**config.mk**
```make
export PLATFORM = sky130hd
export DESIGN_NAME = ansi_text_console_engine
export DESIGN_NICKNAME = d
export VERILOG_FILES = /design/src/hdl/atce_pkg.sv /design/src/hdl/atce_ctrl.sv /design/src/hdl/atce_dp.sv /design/src/hdl/ansi_text_console_engine.sv
export SDC_FILE = /design/constraint.sdc
export NUM_CORES = 1
export LEC_CHECK = 0
export BUFFER_PORTS_ARGS = -buffer_cell sky130_fd_sc_hd__buf_2
export CAP_MARGIN = 20
export CORE_ASPECT_RATIO = 1.5
export CORE_MARGIN = 2
export CORE_UTILIZATION = 55
export CTS_BUF_LIST = sky130_fd_sc_hd__clkbuf_2 sky130_fd_sc_hd__clkbuf_4 sky130_fd_sc_hd__clkbuf_8
export CTS_CLUSTER_SIZE = 8
export DETAILED_ROUTE_END_ITERATION = 10
export GPL_ROUTABILITY_DRIVEN = 0
export PLACE_DENSITY = 0.85
export SYNTH_ARGS = -nofsm -noshare
export SYNTH_HDL_FRONTEND = slang
export SYNTH_HIERARCHICAL = 1
export SYNTH_SLANG_ARGS = --single-unit
export TNS_END_PERCENT = 1
```
**constraint.sdc**
```tcl
create_clock -name i_clk -period 6.05 [get_ports i_clk]
set_clock_uncertainty 0.2 [all_clocks]
set_input_delay 1.21 -clock i_clk [delete_from_list [all_inputs] [get_ports i_clk]]
set_output_delay 1.21 -clock i_clk [all_outputs]
set_load 0.03 [all_outputs]
```
**src/hdl/atce_pkg.sv**
```systemverilog
// Package for the ANSI text console engine: screen geometry, byte codes,
// parser and controller state types, and the controller/datapath link structs.
// Used by atce_ctrl, atce_dp and ansi_text_console_engine; depends on nothing.
package atce_pkg;

    localparam int SCREEN_WIDTH  = 80;
    localparam int SCREEN_HEIGHT = 25;
    localparam int MAX_PARAMS    = 8;

    localparam int ROW_W  = 5;
    localparam int COL_W  = 7;
    localparam int POS_W  = 11;
    localparam int PIDX_W = 3;
    localparam int PCNT_W = 4;

    localparam int IN_DATA_W  = 16;
    localparam int OUT_W      = 49;
    localparam int OUT_DATA_W = 56;

    localparam logic [7:0] COLOR_RESET = 8'h0F;
    localparam logic [3:0] FG_DEFAULT  = 4'd7;
    localparam logic [7:0] TAB_STEP    = 8'd4;

    localparam logic [7:0] CH_ESC    = 8'h1B;
    localparam logic [7:0] CH_LBRACK = 8'h5B;
    localparam logic [7:0] CH_SEMI   = 8'h3B;
    localparam logic [7:0] CH_ZERO   = 8'h30;
    localparam logic [7:0] CH_NINE   = 8'h39;
    localparam logic [7:0] CH_NL     = 8'h0A;
    localparam logic [7:0] CH_CR     = 8'h0D;
    localparam logic [7:0] CH_TAB    = 8'h09;
    localparam logic [7:0] CH_BS     = 8'h08;
    localparam logic [7:0] CH_SGR    = 8'h6D;
    localparam logic [7:0] CH_CLEAR  = 8'h4A;
    localparam logic [7:0] CH_HOME   = 8'h48;
    localparam logic [7:0] CH_UP     = 8'h41;
    localparam logic [7:0] CH_DOWN   = 8'h42;
    localparam logic [7:0] CH_RIGHT  = 8'h43;
    localparam logic [7:0] CH_LEFT   = 8'h44;

    localparam logic [7:0] SGR_RESET    = 8'd0;
    localparam logic [7:0] SGR_BOLD     = 8'd1;
    localparam logic [7:0] SGR_NOBOLD   = 8'd22;
    localparam logic [7:0] SGR_FG_LO    = 8'd30;
    localparam logic [7:0] SGR_FG_HI    = 8'd37;
    localparam logic [7:0] SGR_FG_DEF   = 8'd39;
    localparam logic [7:0] SGR_BG_LO    = 8'd40;
    localparam logic [7:0] SGR_BG_HI    = 8'd47;
    localparam logic [7:0] SGR_BG_DEF   = 8'd49;
    localparam logic [7:0] SGR_FGB_LO   = 8'd90;
    localparam logic [7:0] SGR_FGB_HI   = 8'd97;
    localparam logic [7:0] SGR_BGB_LO   = 8'd100;
    localparam logic [7:0] SGR_BGB_HI   = 8'd107;
    localparam logic [7:0] SGR_CLR_ALL  = 8'd2;

    localparam logic [2:0] COLOR_MAP [8] = '{3'd0, 3'd4, 3'd2, 3'd6, 3'd1, 3'd5, 3'd3, 3'd7};

    typedef enum logic [3:0] {
        PS_NORMAL  = 4'b0001,
        PS_ESCAPE  = 4'b0010,
        PS_BRACKET = 4'b0100,
        PS_PARAM   = 4'b1000
    } t_parse_state;

    typedef enum logic [3:0] {
        ST_IDLE = 4'b0001,
        ST_EXEC = 4'b0010,
        ST_SGR  = 4'b0100,
        ST_FIN  = 4'b1000
    } t_ctrl_state;

    typedef struct packed {
        logic capture;
        logic exec;
        logic sgr_step;
        logic load_out;
    } t_cmd;

    typedef struct packed {
        logic sgr_start;
        logic sgr_last;
        logic out_free;
    } t_status;

endpackage

```
**src/hdl/atce_ctrl.sv**
```systemverilog
// Sequencing controller of the console engine: capture, execute, SGR walk, output load.
// Depends on atce_pkg; drives atce_dp through t_cmd and reads t_status back.
module atce_ctrl (
    input  logic               i_clk,
    input  logic               i_rst_n,
    input  logic               i_valid,
    output logic               o_ready,
    input  atce_pkg::t_status  i_status,
    output atce_pkg::t_cmd     o_cmd
);

    atce_pkg::t_ctrl_state r_state;
    atce_pkg::t_ctrl_state n_state;

    always_ff @(posedge i_clk) begin
        if (!i_rst_n) begin
            r_state <= atce_pkg::ST_IDLE;
        end else begin
            r_state <= n_state;
        end
    end

    always_comb begin
        n_state = r_state;
        o_cmd   = '0;
        o_ready = 1'b0;
        case (r_state)
            atce_pkg::ST_IDLE: begin
                o_ready = 1'b1;
                if (i_valid) begin
                    o_cmd.capture = 1'b1;
                    n_state       = atce_pkg::ST_EXEC;
                end
            end
            atce_pkg::ST_EXEC: begin
                o_cmd.exec = 1'b1;
                n_state    = i_status.sgr_start ? atce_pkg::ST_SGR : atce_pkg::ST_FIN;
            end
            atce_pkg::ST_SGR: begin
                o_cmd.sgr_step = 1'b1;
                if (i_status.sgr_last) begin
                    n_state = atce_pkg::ST_FIN;
                end
            end
            atce_pkg::ST_FIN: begin
                if (i_status.out_free) begin
                    o_cmd.load_out = 1'b1;
                    n_state        = atce_pkg::ST_IDLE;
                end
            end
            default: begin
                n_state = atce_pkg::ST_IDLE;
            end
        endcase
    end

endmodule

```
**src/hdl/atce_dp.sv**
```systemverilog
// Datapath of the console engine: parser, parameters, cursor, attribute and result register.
// Depends on atce_pkg; controlled by atce_ctrl through t_cmd.
module atce_dp (
    input  logic                               i_clk,
    input  logic                               i_rst_n,
    input  logic                               i_cfg_we,
    input  logic [7:0]                         i_cfg_wdata,
    input  logic                               i_op,
    input  logic [atce_pkg::IN_DATA_W-1:0]     i_data,
    input  logic                               i_out_ready,
    output logic                               o_out_valid,
    output logic [atce_pkg::OUT_DATA_W-1:0]    o_out_data,
    input  atce_pkg::t_cmd                     i_cmd,
    output atce_pkg::t_status                  o_status
);

    typedef struct packed {
        logic [7:0] color;
        logic       bold;
    } t_attr;

    function automatic t_attr sgr_apply(input logic [7:0] code, input logic [7:0] color,
                                        input logic bold, input logic [7:0] defc);
        logic [3:0] fg;
        logic [3:0] bg;
        t_attr      res;
        fg        = color[3:0];
        bg        = color[7:4];
        res.color = color;
        res.bold  = bold;
        if (code == atce_pkg::SGR_RESET) begin
            res.color = defc;
            res.bold  = 1'b0;
        end else if (code == atce_pkg::SGR_BOLD) begin
            res.bold = 1'b1;
            if (!fg[3]) res.color = {bg, 1'b1, fg[2:0]};
        end else if (code == atce_pkg::SGR_NOBOLD) begin
            res.bold = 1'b0;
            if (fg[3]) res.color = {bg, 1'b0, fg[2:0]};
        end else if (code >= atce_pkg::SGR_FG_LO && code <= atce_pkg::SGR_FG_HI) begin
            res.color = {bg, bold, atce_pkg::COLOR_MAP[3'(code - atce_pkg::SGR_FG_LO)]};
        end else if (code == atce_pkg::SGR_FG_DEF) begin
            res.color = {bg, atce_pkg::FG_DEFAULT};
        end else if (code >= atce_pkg::SGR_BG_LO && code <= atce_pkg::SGR_BG_HI) begin
            res.color = {1'b0, atce_pkg::COLOR_MAP[3'(code - atce_pkg::SGR_BG_LO)], fg};
        end else if (code == atce_pkg::SGR_BG_DEF) begin
            res.color = {4'd0, fg};
        end else if (code >= atce_pkg::SGR_FGB_LO && code <= atce_pkg::SGR_FGB_HI) begin
            res.color = {bg, 1'b1, atce_pkg::COLOR_MAP[3'(code - atce_pkg::SGR_FGB_LO)]};
        end else if (code >= atce_pkg::SGR_BGB_LO && code <= atce_pkg::SGR_BGB_HI) begin
            res.color = {1'b1, atce_pkg::COLOR_MAP[3'(code - atce_pkg::SGR_BGB_LO)], fg};
        end
        return res;
    endfunction

    logic [7:0]                   r_default;
    logic [7:0]                   n_default;
    atce_pkg::t_parse_state       r_ps;
    atce_pkg::t_parse_state       n_ps;
    logic [7:0]                   r_vals [atce_pkg::MAX_PARAMS];
    logic [7:0]                   n_vals [atce_pkg::MAX_PARAMS];
    logic [atce_pkg::PCNT_W-1:0]  r_cnt;
    logic [atce_pkg::PCNT_W-1:0]  n_cnt;
    logic [atce_pkg::PIDX_W-1:0]  r_sgr_idx;
    logic [atce_pkg::PIDX_W-1:0]  n_sgr_idx;
    logic [atce_pkg::ROW_W-1:0]   r_row;
    logic [atce_pkg::ROW_W-1:0]   n_row;
    logic [atce_pkg::COL_W-1:0]   r_col;
    logic [atce_pkg::COL_W-1:0]   n_col;
    logic [7:0]                   r_color;
    logic [7:0]                   n_color;
    logic                         r_bold;
    logic                         n_bold;
    logic                         r_op;
    logic                         n_op;
    logic [7:0]                   r_char;
    logic [7:0]                   n_char;
    logic [3:0]                   r_fg;
    logic [3:0]                   n_fg;
    logic [3:0]                   r_bg;
    logic [3:0]                   n_bg;
    logic                         r_wr;
    logic                         n_wr;
    logic [atce_pkg::POS_W-1:0]   r_addr;
    logic [atce_pkg::POS_W-1:0]   n_addr;
    logic [15:0]                  r_entry;
    logic [15:0]                  n_entry;
    logic                         r_scroll;
    logic                         n_scroll;
    logic                         r_clr;
    logic                         n_clr;
    logic                         r_out_valid;
    logic                         n_out_valid;
    logic [atce_pkg::OUT_DATA_W-1:0] r_out_data;
    logic [atce_pkg::OUT_DATA_W-1:0] n_out_data;

    logic [7:0]                   p_first;
    logic [7:0]                   move_n;
    logic [atce_pkg::PIDX_W-1:0]  dig_idx;
    logic [7:0]                   dig_base;
    logic [11:0]                  dig_val;
    logic [atce_pkg::PCNT_W-1:0]  cnt_min1;
    logic [8:0]                   row_sum;
    logic [8:0]                   col_sum;
    logic [7:0]                   tab_col;
    logic [atce_pkg::ROW_W-1:0]   nl_row;
    logic                         nl_scroll;
    logic                         wrap;
    logic [atce_pkg::ROW_W-1:0]   wr_row;
    logic [atce_pkg::COL_W-1:0]   wr_col;
    logic                         is_digit;
    logic                         ordinary;
    logic                         sgr_last;
    logic [atce_pkg::POS_W-1:0]   cur_pos;
    t_attr                        sgr_res;

    always_comb begin
        p_first   = (r_cnt != '0) ? r_vals[0] : 8'd0;
        move_n    = (p_first == 8'd0) ? 8'd1 : p_first;
        dig_idx   = (r_cnt == '0) ? '0 : atce_pkg::PIDX_W'(r_cnt - 1'b1);
        dig_base  = (r_cnt == '0) ? 8'd0 : r_vals[dig_idx];
        dig_val   = ({4'd0, dig_base} << 3) + ({4'd0, dig_base} << 1)
                  + {4'd0, r_char - atce_pkg::CH_ZERO};
        cnt_min1  = (r_cnt == '0) ? atce_pkg::PCNT_W'(1) : r_cnt;
        row_sum   = {4'd0, r_row} + {1'b0, move_n};
        col_sum   = {2'd0, r_col} + {1'b0, move_n};
        tab_col   = ({1'b0, r_col} + atce_pkg::TAB_STEP) & 8'hFC;
        nl_scroll = ({3'd0, r_row} + 8'd1) >= 8'(atce_pkg::SCREEN_HEIGHT);
        nl_row    = nl_scroll ? atce_pkg::ROW_W'(atce_pkg::SCREEN_HEIGHT - 1) : r_row + 1'b1;
        wrap      = {1'b0, r_col} >= 8'(atce_pkg::SCREEN_WIDTH);
        wr_row    = wrap ? nl_row : r_row;
        wr_col    = wrap ? '0 : r_col;
        is_digit  = (r_char >= atce_pkg::CH_ZERO) && (r_char <= atce_pkg::CH_NINE);
        sgr_last  = (atce_pkg::PCNT_W'(r_sgr_idx) + 1'b1) == r_cnt;
        sgr_res   = sgr_apply(r_vals[r_sgr_idx], r_color, r_bold, r_default);
        cur_pos   = atce_pkg::POS_W'(r_row * atce_pkg::SCREEN_WIDTH) + atce_pkg::POS_W'(r_col);
    end

    always_comb begin
        n_default   = i_cfg_we ? i_cfg_wdata : r_default;
        n_ps        = r_ps;
        n_vals      = r_vals;
        n_cnt       = r_cnt;
        n_sgr_idx   = r_sgr_idx;
        n_row       = r_row;
        n_col       = r_col;
        n_color     = r_color;
        n_bold      = r_bold;
        n_op        = r_op;
        n_char      = r_char;
        n_fg        = r_fg;
        n_bg        = r_bg;
        n_wr        = r_wr;
        n_addr      = r_addr;
        n_entry     = r_entry;
        n_scroll    = r_scroll;
        n_clr       = r_clr;
        n_out_valid = r_out_valid;
        n_out_data  = r_out_data;
        ordinary    = 1'b0;
        o_status    = '0;

        if (i_cmd.capture) begin
            n_op   = i_op;
            n_char = i_data[7:0];
            n_fg   = i_data[11:8];
            n_bg   = i_data[15:12];
        end

        if (i_cmd.exec) begin
            n_wr     = 1'b0;
            n_addr   = '0;
            n_entry  = '0;
            n_scroll = 1'b0;
            n_clr    = 1'b0;
            ordinary = 1'b1;
            if (r_op) begin
                n_color  = {r_bg, r_fg};
                ordinary = 1'b0;
            end else begin
                case (r_ps)
                    atce_pkg::PS_NORMAL: begin
                        if (r_char == atce_pkg::CH_ESC) begin
                            n_ps     = atce_pkg::PS_ESCAPE;
                            ordinary = 1'b0;
                        end
                    end
                    atce_pkg::PS_ESCAPE: begin
                        if (r_char == atce_pkg::CH_LBRACK) begin
                            n_ps     = atce_pkg::PS_BRACKET;
                            n_cnt    = '0;
                            ordinary = 1'b0;
                        end else begin
                            n_ps = atce_pkg::PS_NORMAL;
                        end
                    end
                    default: begin
                        ordinary = 1'b0;
                        if (is_digit) begin
                            n_vals[dig_idx] = (dig_val > 12'd255) ? 8'd255 : dig_val[7:0];
                            n_cnt           = cnt_min1;
                            n_ps            = atce_pkg::PS_PARAM;
                        end else if (r_char == atce_pkg::CH_SEMI) begin
                            if (r_cnt == '0) n_vals[0] = 8'd0;
                            n_cnt = cnt_min1;
                            if (cnt_min1 < atce_pkg::PCNT_W'(atce_pkg::MAX_PARAMS)) begin
                                n_vals[cnt_min1[atce_pkg::PIDX_W-1:0]] = 8'd0;
                                n_cnt = cnt_min1 + 1'b1;
                            end
                        end else begin
                            n_ps  = atce_pkg::PS_NORMAL;
                            n_cnt = '0;
                            case (r_char)
                                atce_pkg::CH_SGR: begin
                                    o_status.sgr_start = 1'b1;
                                    if (r_cnt == '0) n_vals[0] = 8'd0;
                                    n_cnt     = cnt_min1;
                                    n_sgr_idx = '0;
                                end
                                atce_pkg::CH_CLEAR: begin
                                    if (p_first == 8'd0 || p_first == atce_pkg::SGR_CLR_ALL) begin
                                        n_clr = 1'b1;
                                        n_row = '0;
                                        n_col = '0;
                                    end
                                end
                                atce_pkg::CH_HOME: begin
                                    if (p_first == 8'd0) begin
                                        n_row = '0;
                                        n_col = '0;
                                    end
                                end
                                atce_pkg::CH_UP: begin
                                    n_row = ({3'd0, r_row} >= move_n)
                                          ? atce_pkg::ROW_W'({3'd0, r_row} - move_n) : '0;
                                end
                                atce_pkg::CH_DOWN: begin
                                    n_row = (row_sum < 9'(atce_pkg::SCREEN_HEIGHT))
                                          ? row_sum[atce_pkg::ROW_W-1:0]
                                          : atce_pkg::ROW_W'(atce_pkg::SCREEN_HEIGHT - 1);
                                end
                                atce_pkg::CH_RIGHT: begin
                                    n_col = (col_sum < 9'(atce_pkg::SCREEN_WIDTH))
                                          ? col_sum[atce_pkg::COL_W-1:0]
                                          : atce_pkg::COL_W'(atce_pkg::SCREEN_WIDTH - 1);
                                end
                                atce_pkg::CH_LEFT: begin
                                    n_col = ({1'b0, r_col} >= move_n)
                                          ? atce_pkg::COL_W'({1'b0, r_col} - move_n) : '0;
                                end
                                default: begin
                                    ordinary = 1'b1;
                                end
                            endcase
                        end
                    end
                endcase
            end

            if (ordinary) begin
                case (r_char)
                    atce_pkg::CH_NL: begin
                        n_col    = '0;
                        n_row    = nl_row;
                        n_scroll = nl_scroll;
                    end
                    atce_pkg::CH_CR: begin
                        n_col = '0;
                    end
                    atce_pkg::CH_TAB: begin
                        if (tab_col >= 8'(atce_pkg::SCREEN_WIDTH)) begin
                            n_col    = '0;
                            n_row    = nl_row;
                            n_scroll = nl_scroll;
                        end else begin
                            n_col = tab_col[atce_pkg::COL_W-1:0];
                        end
                    end
                    atce_pkg::CH_BS: begin
                        if (r_col != '0) n_col = r_col - 1'b1;
                    end
                    default: begin
                        n_scroll = wrap & nl_scroll;
                        n_row    = wr_row;
                        n_wr     = 1'b1;
                        n_addr   = atce_pkg::POS_W'(wr_row * atce_pkg::SCREEN_WIDTH)
                                 + atce_pkg::POS_W'(wr_col);
                        n_entry  = {r_color, r_char};
                        n_col    = wr_col + 1'b1;
                    end
                endcase
            end
        end

        if (i_cmd.sgr_step) begin
            n_color = sgr_res.color;
            n_bold  = sgr_res.bold;
            if (sgr_last) begin
                n_sgr_idx = '0;
                n_cnt     = '0;
            end else begin
                n_sgr_idx = r_sgr_idx + 1'b1;
            end
        end

        if (i_cmd.load_out) begin
            n_out_valid = 1'b1;
            n_out_data  = {(atce_pkg::OUT_DATA_W - atce_pkg::OUT_W)'(0), r_color, cur_pos,
                           r_clr, r_scroll, r_entry, r_addr, r_wr};
        end else if (i_out_ready) begin
            n_out_valid = 1'b0;
        end

        o_status.sgr_last = sgr_last;
        o_status.out_free = !r_out_valid || i_out_ready;
    end

    always_ff @(posedge i_clk) begin
        if (!i_rst_n) begin
            r_default   <= atce_pkg::COLOR_RESET;
            r_ps        <= atce_pkg::PS_NORMAL;
            r_vals      <= '{default: 8'd0};
            r_cnt       <= '0;
            r_sgr_idx   <= '0;
            r_row       <= '0;
            r_col       <= '0;
            r_color     <= atce_pkg::COLOR_RESET;
            r_bold      <= 1'b0;
            r_out_valid <= 1'b0;
        end else begin
            r_default   <= n_default;
            r_ps        <= n_ps;
            r_vals      <= n_vals;
            r_cnt       <= n_cnt;
            r_sgr_idx   <= n_sgr_idx;
            r_row       <= n_row;
            r_col       <= n_col;
            r_color     <= n_color;
            r_bold      <= n_bold;
            r_out_valid <= n_out_valid;
        end
    end

    always_ff @(posedge i_clk) begin
        r_op       <= n_op;
        r_char     <= n_char;
        r_fg       <= n_fg;
        r_bg       <= n_bg;
        r_wr       <= n_wr;
        r_addr     <= n_addr;
        r_entry    <= n_entry;
        r_scroll   <= n_scroll;
        r_clr      <= n_clr;
        r_out_data <= n_out_data;
    end

    assign o_out_valid = r_out_valid;
    assign o_out_data  = r_out_data;

endmodule

```
**src/hdl/ansi_text_console_engine.sv**
```systemverilog
// Top level of the ANSI text console engine with CSI/SGR subset.
// Depends on atce_pkg, atce_ctrl and atce_dp.
// Each item is captured, executed, for CSI m walked one stored SGR parameter (1 to 8) at a
// time, and its result loaded; a new item is accepted only once the previous one is done.
// A result still waiting on the output holds the next item before its load until taken.
// Reset (synchronous, active low): cursor home, attribute and default 0x0F, parser idle.
module ansi_text_console_engine (
    input  logic                               i_clk,
    input  logic                               i_rst_n,
    input  logic                               i_cfg_we,
    input  logic [7:0]                         i_cfg_wdata,
    input  logic                               s_axis_tvalid,
    output logic                               s_axis_tready,
    // [7:0] char_code, [11:8] fg_color, [15:12] bg_color
    input  logic [atce_pkg::IN_DATA_W-1:0]     s_axis_tdata,
    // [0] operation
    input  logic                               s_axis_tuser,
    output logic                               m_axis_tvalid,
    input  logic                               m_axis_tready,
    // [0] cell_write, [11:1] cell_address, [27:12] cell_entry, [28] scroll_up,
    // [29] clear_screen, [40:30] cursor_position, [48:41] text_color, [55:49] zero
    output logic [atce_pkg::OUT_DATA_W-1:0]    m_axis_tdata
);

    atce_pkg::t_cmd    cmd;
    atce_pkg::t_status status;

    atce_ctrl u_ctrl (
        .i_clk    (i_clk),
        .i_rst_n  (i_rst_n),
        .i_valid  (s_axis_tvalid),
        .o_ready  (s_axis_tready),
        .i_status (status),
        .o_cmd    (cmd)
    );

    atce_dp u_dp (
        .i_clk       (i_clk),
        .i_rst_n     (i_rst_n),
        .i_cfg_we    (i_cfg_we),
        .i_cfg_wdata (i_cfg_wdata),
        .i_op        (s_axis_tuser),
        .i_data      (s_axis_tdata),
        .i_out_ready (m_axis_tready),
        .o_out_valid (m_axis_tvalid),
        .o_out_data  (m_axis_tdata),
        .i_cmd       (cmd),
        .o_status    (status)
    );

endmodule
```
# Word level (Yosys, flattened, before mapping)
# Memories as Yosys holds them, arrays and structs flattened.
# Index checks and enable logic that the tools add are counted.
# word_totals
ff_bits	205
rom_bits	96
inputBits	30
output_inout_bits	58
memories	4
# classes
addsub	22
n_mul	2
order_cmp	28
eq_ne	47
muxes	132
bitwise	14
n_reduce_logical	39
# memory_table
memory	words	width	rd	rd_ports_with_merged_regs	write_ports	line_no	text
(name not given)	8	3	1	0	0	atce_dp.sv:41	res.color = {bg, bold, atce_pkg::COLOR_MAP[3'(code - atce_pkg::SGR_FG_LO)]};
(name not given)	8	3	1	0	0	atce_dp.sv:45	res.color = {1'b0, atce_pkg::COLOR_MAP[3'(code - atce_pkg::SGR_BG_LO)], fg};
(name not given)	8	3	1	0	0	atce_dp.sv:49	res.color = {bg, 1'b1, atce_pkg::COLOR_MAP[3'(code - atce_pkg::SGR_FGB_LO)]};
(name not given)	8	3	1	0	0	atce_dp.sv:51	res.color = {1'b1, atce_pkg::COLOR_MAP[3'(code - atce_pkg::SGR_BGB_LO)], fg};
# ops
operator	count
two-way mux 8 bit	28
two-way mux 64 bit	2
two-way mux 7 bit	12
two-way mux 4 bit	17
bitwise AND 64 bit	1
bitwise mux 64 bit	1
equality test 8 x 7 -> 1 bit (second input constant)	8
NOT 64 bit	1
two-way mux 5 bit	12
two-way mux 56 bit	1
two-way mux 3 bit	18
binary-select mux 8 bit (select 3 bit)	2
demux 8 bit (select 3 bit)	2
equality test 8 x 4 -> 1 bit (second input constant)	4
>= comparator 4 bit (second input constant)	7
NOT 3 -> 4 bit	7
one-hot mux 7 bit (4 select lines)	1
two-way mux 1 bit	26
equality test 8 x 6 -> 1 bit (second input constant)	3
>= comparator 8 x 7 -> 1 bit (second input constant)	3
less-or-equal comparator 8 x 6 -> 1 bit (second input constant)	3
adder 11 x 7 -> 11 bit	2
one-hot mux 7 bit (3 select lines)	1
one-hot mux 5 bit (4 select lines)	1
other kinds (75)	121

# Logic depth before layout (Yosys ltp)
# logic_depth
ltp_word	19
ltp_mapped	23
mapped_depth_nobuf	21

# Hierarchy
# Netlist, hierarchy kept.
# modules_own_cells
mod	instances	cells_each	area_each_um2	seq_area_each_um2
atce_dp	1	1426	13126.3	4984.8
atce_ctrl	1	26	252.7	80.1

# Worst setup path before layout
# No wires, ideal clock.
# synth_path
path_kind	reg2reg
start	reg u_dp/r_cnt[0] in the netlist's numbering
end	reg u_dp/r_vals[63] in the netlist's numbering
arrival_ns	4.795
slack_ns	0.928
stages_incl_launch_ff	23
n_path_buf	3
synth_period_minus_slack_ns	5.122
path_cell_list	dfxtp_1 -> clkbuf_1 -> clkinv_1 -> ha_1 -> clkbuf_1 -> clkbuf_1 -> nor2_1 -> nand2_1 -> o21ai_0 -> a211o_1 -> a21o_1 -> inv_1 -> fa_1 -> inv_1 -> fa_1 -> nor2b_1 -> o21ai_0 -> a21oi_1 -> nand4b_1 -> o22ai_1 -> nand3_1 -> a22oi_1 -> nor2_1
# synth_between
elab_chain_len	13
# synth_lines
element	line_no	text
start, declared	atce_dp.sv:62	logic [atce_pkg::PCNT_W-1:0] r_cnt;
start signal, assigned	atce_dp.sv:334	r_cnt <= n_cnt;
subtractor 3 x 1 -> 3 bit / zero test 4 bit (equally long branches)	atce_dp.sv:120, atce_dp.sv:121, atce_dp.sv:124	
two-way mux 3 bit	atce_dp.sv:120	dig_idx = (r_cnt == '0) ? '0 : atce_pkg::PIDX_W'(r_cnt - 1'b1);
NOT 3 -> 4 bit	atce_dp.sv:121, atce_dp.sv:200	
binary-select mux 8 bit (select 3 bit)	atce_dp.sv:121	dig_base = (r_cnt == '0) ? 8'd0 : r_vals[dig_idx];
two-way mux 8 bit (implied by the code) (2 in series)	atce_dp.sv:121	
two-way mux 8 bit	atce_dp.sv:121	
adder 11 x 9 -> 12 bit	atce_dp.sv:122	dig_val = ({4'd0, dig_base} << 3) + ({4'd0, dig_base} << 1)
adder 12 x 8 -> 12 bit	atce_dp.sv:123	+ {4'd0, r_char - atce_pkg::CH_ZERO};
greater-than comparator 12 x 8 -> 1 bit	atce_dp.sv:200	n_vals[dig_idx] = (dig_val > 12'd255) ? 8'd255 : dig_val[7:0];
two-way mux 8 bit	atce_dp.sv:200	
bitwise mux 64 bit	atce_dp.sv:200	
two-way mux 64 bit *	atce_dp.sv:199	if (is_digit) begin
end signal, assigned	atce_dp.sv:333	r_vals <= n_vals;
end, declared	atce_dp.sv:60	logic [7:0] r_vals [atce_pkg::MAX_PARAMS];
# Every way passes the cells marked *; elsewhere a longest branch is shown, timed or not. The select of a mux whose other input is x is not followed.
# A chain may end at the register's enable or synchronous reset.

# Worst setup path after layout
# layout_path
start	reg u_dp/r_cnt[1] in the netlist's numbering
end	reg u_dp/r_vals[37] in the netlist's numbering
# layout_between
elab_chain_len	13
# layout_lines
element	line_no
subtractor 3 x 1 -> 3 bit / zero test 4 bit (equally long branches)	atce_dp.sv:120, atce_dp.sv:121, atce_dp.sv:124
two-way mux 3 bit	atce_dp.sv:120
NOT 3 -> 4 bit	atce_dp.sv:121, atce_dp.sv:200
binary-select mux 8 bit (select 3 bit)	atce_dp.sv:121
two-way mux 8 bit (implied by the code) (2 in series)	atce_dp.sv:121
two-way mux 8 bit	atce_dp.sv:121
adder 11 x 9 -> 12 bit	atce_dp.sv:122
adder 12 x 8 -> 12 bit	atce_dp.sv:123
greater-than comparator 12 x 8 -> 1 bit	atce_dp.sv:200
two-way mux 8 bit	atce_dp.sv:200
bitwise mux 64 bit	atce_dp.sv:200
two-way mux 64 bit	atce_dp.sv:199
# Parallel ways exist; a longest one is shown, timed or not. The select of a mux whose other input is x is not followed.

==> Flow_metrics.wiki <==
{| class="wikitable"
! Metric !! Value
|-
| Outcome || complete, no violations
|-
| Hold Crit Start || u_dp/r_entry[1]
|-
| Maxcap violations || 0
|-
| Antenna Nets Post-Route || 0
|-
| Final setup violating endpoints || 0
|-
| Cells taking the most area after synthesis || edfxtp_1, dfxtp_1, ha_1
|-
| Aggregate global routing overflow || 0
|-
| Per-cell routed wire length || 20.3 microns
|-
| Async SR Flop Fraction || 0
|-
| Top achievable clock speed || 177 MHz
|-
| Drt pass-1 iters || 9
|-
| CP Data Required Time || 6.26 ns
|-
| All-Layer GR Usage || 0.285
|-
| Register clock-pin slew on the reported worst setup and hold paths || 0.06 ns
|-
| Clock root buffer || clkbuf_8
|-
| Startpoint of the worst-slack reg-to-reg timing path || u_dp/r_cnt[1]
|-
| Max Root-Sink Buffers || 3
|-
| Routed via count divided by cell count || 6.61
|-
| IR drop worst, VDD || 0.000148 V
|-
| Worst path arrival time || 5.85 ns
|-
| Synth warnings || 6
|-
| Worst slew pin tran || 1.15 ns
|-
| Worst r2r dst || u_dp/r_vals[37]
|-
| TritonCTS sink count || 205
|-
| Primary FF master, synth || dfxtp_1
|-
| Worst path setup slack after routing || 0.408 ns
|-
| Max-slew violation total from the final report || 0
|-
| Remaining DRCs || 0
|-
| Crit-path slowest cell || or3_1
|-
| Cell type contributing the most total cell area after synthesis || edfxtp_1
|-
| TritonCTS clock tree || built
|-
| Number of clock buffers inserted by TritonCTS || 34
|-
| Die width || 131 microns
|-
| Share of the clock period used by the worst path || 0.933
|-
| Top cell type's share of synthesized area || 0.215
|-
| Worst slack after detailed placement || 0.423 ns
|-
| Critical path endpoint category || flip-flop
|-
| CP Cell Sequence || inv_1, ha_1, buf_4, or3_1, a211oi_1, nor2_1, o211ai_1, inv_1, ha_1, ha_1, inv_1, fa_1, nor2b_1, o21ai_0, a21oi_1, nand4b_1, o22ai_2, nand3_1, a22oi_1, nor2_1
|-
| Core Region || 23800 sq um
|-
| Power density over the cells || 203 nW/um^2
|-
| H-tree levels || 2
|-
| Detailed Route WL || 37.6 mm
|-
| Most frequent standard cell in the layout excluding fill and tap cells || nor2_1
|-
| Min-Delay Path Depth || 0
|-
| Fill count || 1947
|-
| Chip height || 195 microns
|-
| Number of flops mapped to enable cells by yosys || 96
|-
| Area of the die || 25600 sq um
|-
| Pin count of the biggest net entering global routing || 56
|-
| Number of hold violations in the final report || 0
|-
| Synthesized area || 13400 sq um
|-
| Critical Path Fanout Max || 15
|-
| Iteration-0 DRC Markers || 1560
|-
| Clock insertion delay at the later pin of the skew report || 0.55 ns
|-
| Vias in the first global route || 11500
|-
| Combined area of the multi-input logic cells || 7710 sq um
|-
| CP max stage delay || 0.56 ns
|-
| Post-synthesis cell count || 1452
|-
| Pleak || 5.56 nW
|-
| Standard-cell row count || 69
|-
| Fraction of final layout cells with drive strength greater than 1 || 0.141
|-
| Rel. slew slack || 0.229
|-
| Setup TNS || 0 ns
|-
| Total number of vias || 12200
|-
| Diode count || 0
|-
| Final-stage net count || 1618
|-
| Crit start category || flip-flop
|-
| Commonest non-fill, non-tap cells in the layout || nor2_1, nand2_1, dfxtp_1
|-
| Starting density of the core || 0.561
|-
| Fraction of the yosys area taken by sequential cells || 0.379
|-
| Synthesized flop and latch total || 205
|-
| Seq. cell area || 5070 sq um
|-
| Mapped Avg Cell Area || 9.21 sq um
|-
| DPL Wire Length || 26.9 mm
|-
| Class of the most critical setup path || reg2reg
|-
| First-pass GRT wire length || 59.5 mm
|-
| Unrepaired setup endpoints after global routing || no
|-
| Worst hold endpoint || u_dp/o_out_data[13]
|-
| Post-cts hold buffer count || 0
|-
| Shortest clock period the worst path allows after layout || 5.64 ns
|-
| Number of antenna violations at the first check in global routing || 0
|-
| Synth-to-layout area growth || 9.71%
|-
| Number of cells on the worst reg-to-reg path || 20
|-
| Number of distinct library cell variants in the gate-level netlist after synthesis || 107
|-
| Setup slack, reg-to-reg || 0.41 ns
|-
| I/O pin total || 88
|-
| Number of I/O port buffers || 80
|-
| Worst hold-check path type || reg2reg
|}
## synth_stat cells (all sizes together), types with 9 or more instances
cell	instances
nor3b	10
nand2	116
o211ai	11
o21a	12
o21ai	71
o22ai	9
a31oi	23
nand3	46
fa	14
and3	15
a21o	19
a22oi	73
edfxtp	96
xnor2	23
a211oi	12
nand4	13
a21oi	64
nor2	164
ha	68
nand3b	10
and2	19
dfxtp	109
xor2	14
nand2b	15
buf	34
inv	69
a221oi	9
mux2i	47
clkbuf	51
nor3	27
nor2b	20
## sequential cells by signal, summed over array words and instances (netlist names)
| register | flops |
|---|---|
| u_dp/r_vals | 64 |
| u_dp/o_out_data | 49 |
| u_dp/r_entry | 16 |
| u_dp/r_addr | 11 |
| u_dp/r_char | 8 |
| u_dp/r_color | 8 |
| u_dp/r_default | 8 |
| u_dp/r_col | 7 |
| u_dp/r_row | 5 |
| u_ctrl/r_state | 4 |
| u_dp/r_bg | 4 |
| u_dp/r_cnt | 4 |
| u_dp/r_fg | 4 |
| u_dp/r_ps | 4 |
| u_dp/r_sgr_idx | 3 |
| u_dp/o_out_valid | 1 |
| u_dp/r_bold | 1 |
| u_dp/r_clr | 1 |
| u_dp/r_op | 1 |
| u_dp/r_scroll | 1 |
| u_dp/r_wr | 1 |
## stage by stage
step                      cell area [sq um]  utilization  instances  total power [mW]  hold WS [ns]
final                                 14700        0.616       1848              2.97         0.218
after global routing                  14700        0.616       1848              3.06         0.220
after CTS                             14600        0.615       1847              2.99         0.213
after detailed placement              13900        0.585       1788              1.72         0.205
after global placement                13900        0.585       1787              1.71         0.201
after floorplan                       13400            -       1458              1.66         0.200
## cells by family (layout without fill, tap and decap cells)
| group | after synthesis | count (layout) | share of synthesized area |
|---|---|---|---|
| compound gates | 402 | 402 | 0.214 |
| xor+xnor | 37 | 37 | 0.0242 |
| fa+ha+maj | 82 | 82 | 0.0845 |
| buf+inv | 155 | 226 | 0.0502 |
| flops | 205 | 205 | 0.379 |
| mux | 63 | 63 | 0.0559 |
| other cells | 1 | 7 | 0.000280 |
| simple gates | 507 | 507 | 0.193 |
## worst max-delay path, delay by kind of cell (launching register included)
family                   cells  cell delay (ns)
AO/OA/AOI/OAI                6             1.62
AND/OR/NAND/NOR              6             1.38
adder cells (fa/ha/maj)      4             1.22
buffers and inverters        4             0.55
flip-flops                   1             0.52
## routing by layer
| layer | wire (microns) | vias to the layer above | GRT usage |
|---|---|---|---|
| li1 | - | 5517 | - |
| met1 | 13700 | 5709 | 0.334 |
| met2 | 17600 | 754 | 0.466 |
| met3 | 3380 | 242 | 0.0566 |
| met4 | 2980 | 0 | 0.206 |
| met5 | 0 | - | 0 |
## report_power, final
group	internal (mW)	switching (mW)
clock network	0.718	0.556
registers	1.47	0.0289
logic	0.0623	0.135
## worst max-delay path by stage
stage / cells past startpoint / end / from / slack, ns
after floorplan: 22 / u_dp/r_vals[63] / u_dp/r_cnt[0] / 0.93
after global placement: 19 / u_dp/r_vals[52] / u_dp/r_cnt[1] / 0.65
after detailed placement: 19 / u_dp/r_vals[52] / u_dp/r_cnt[1] / 0.42
after CTS: 19 / u_dp/r_vals[60] / u_dp/r_cnt[1] / 0.39
after global routing: 20 / u_dp/r_vals[59] / u_dp/r_cnt[1] / 0.05
final: 20 / u_dp/r_vals[37] / u_dp/r_cnt[1] / 0.41
## timing repair
item,CTS,global route
endpoints found under the setup margin,0,41
setup buffers,0,0
resized for setup,0,2
## layout make-up
cell class	instances	share of cell area
Multi-Input combinational cell	1098	0.525
Clock buffer	54	0.0438
Tap cell	319	0.0272
Clock inverter	5	0.00392
Inverter	70	0.0179
Timing Repair Buffer	97	0.0368
Sequential cell	205	0.345
Power figures use the tool's default switching activity.
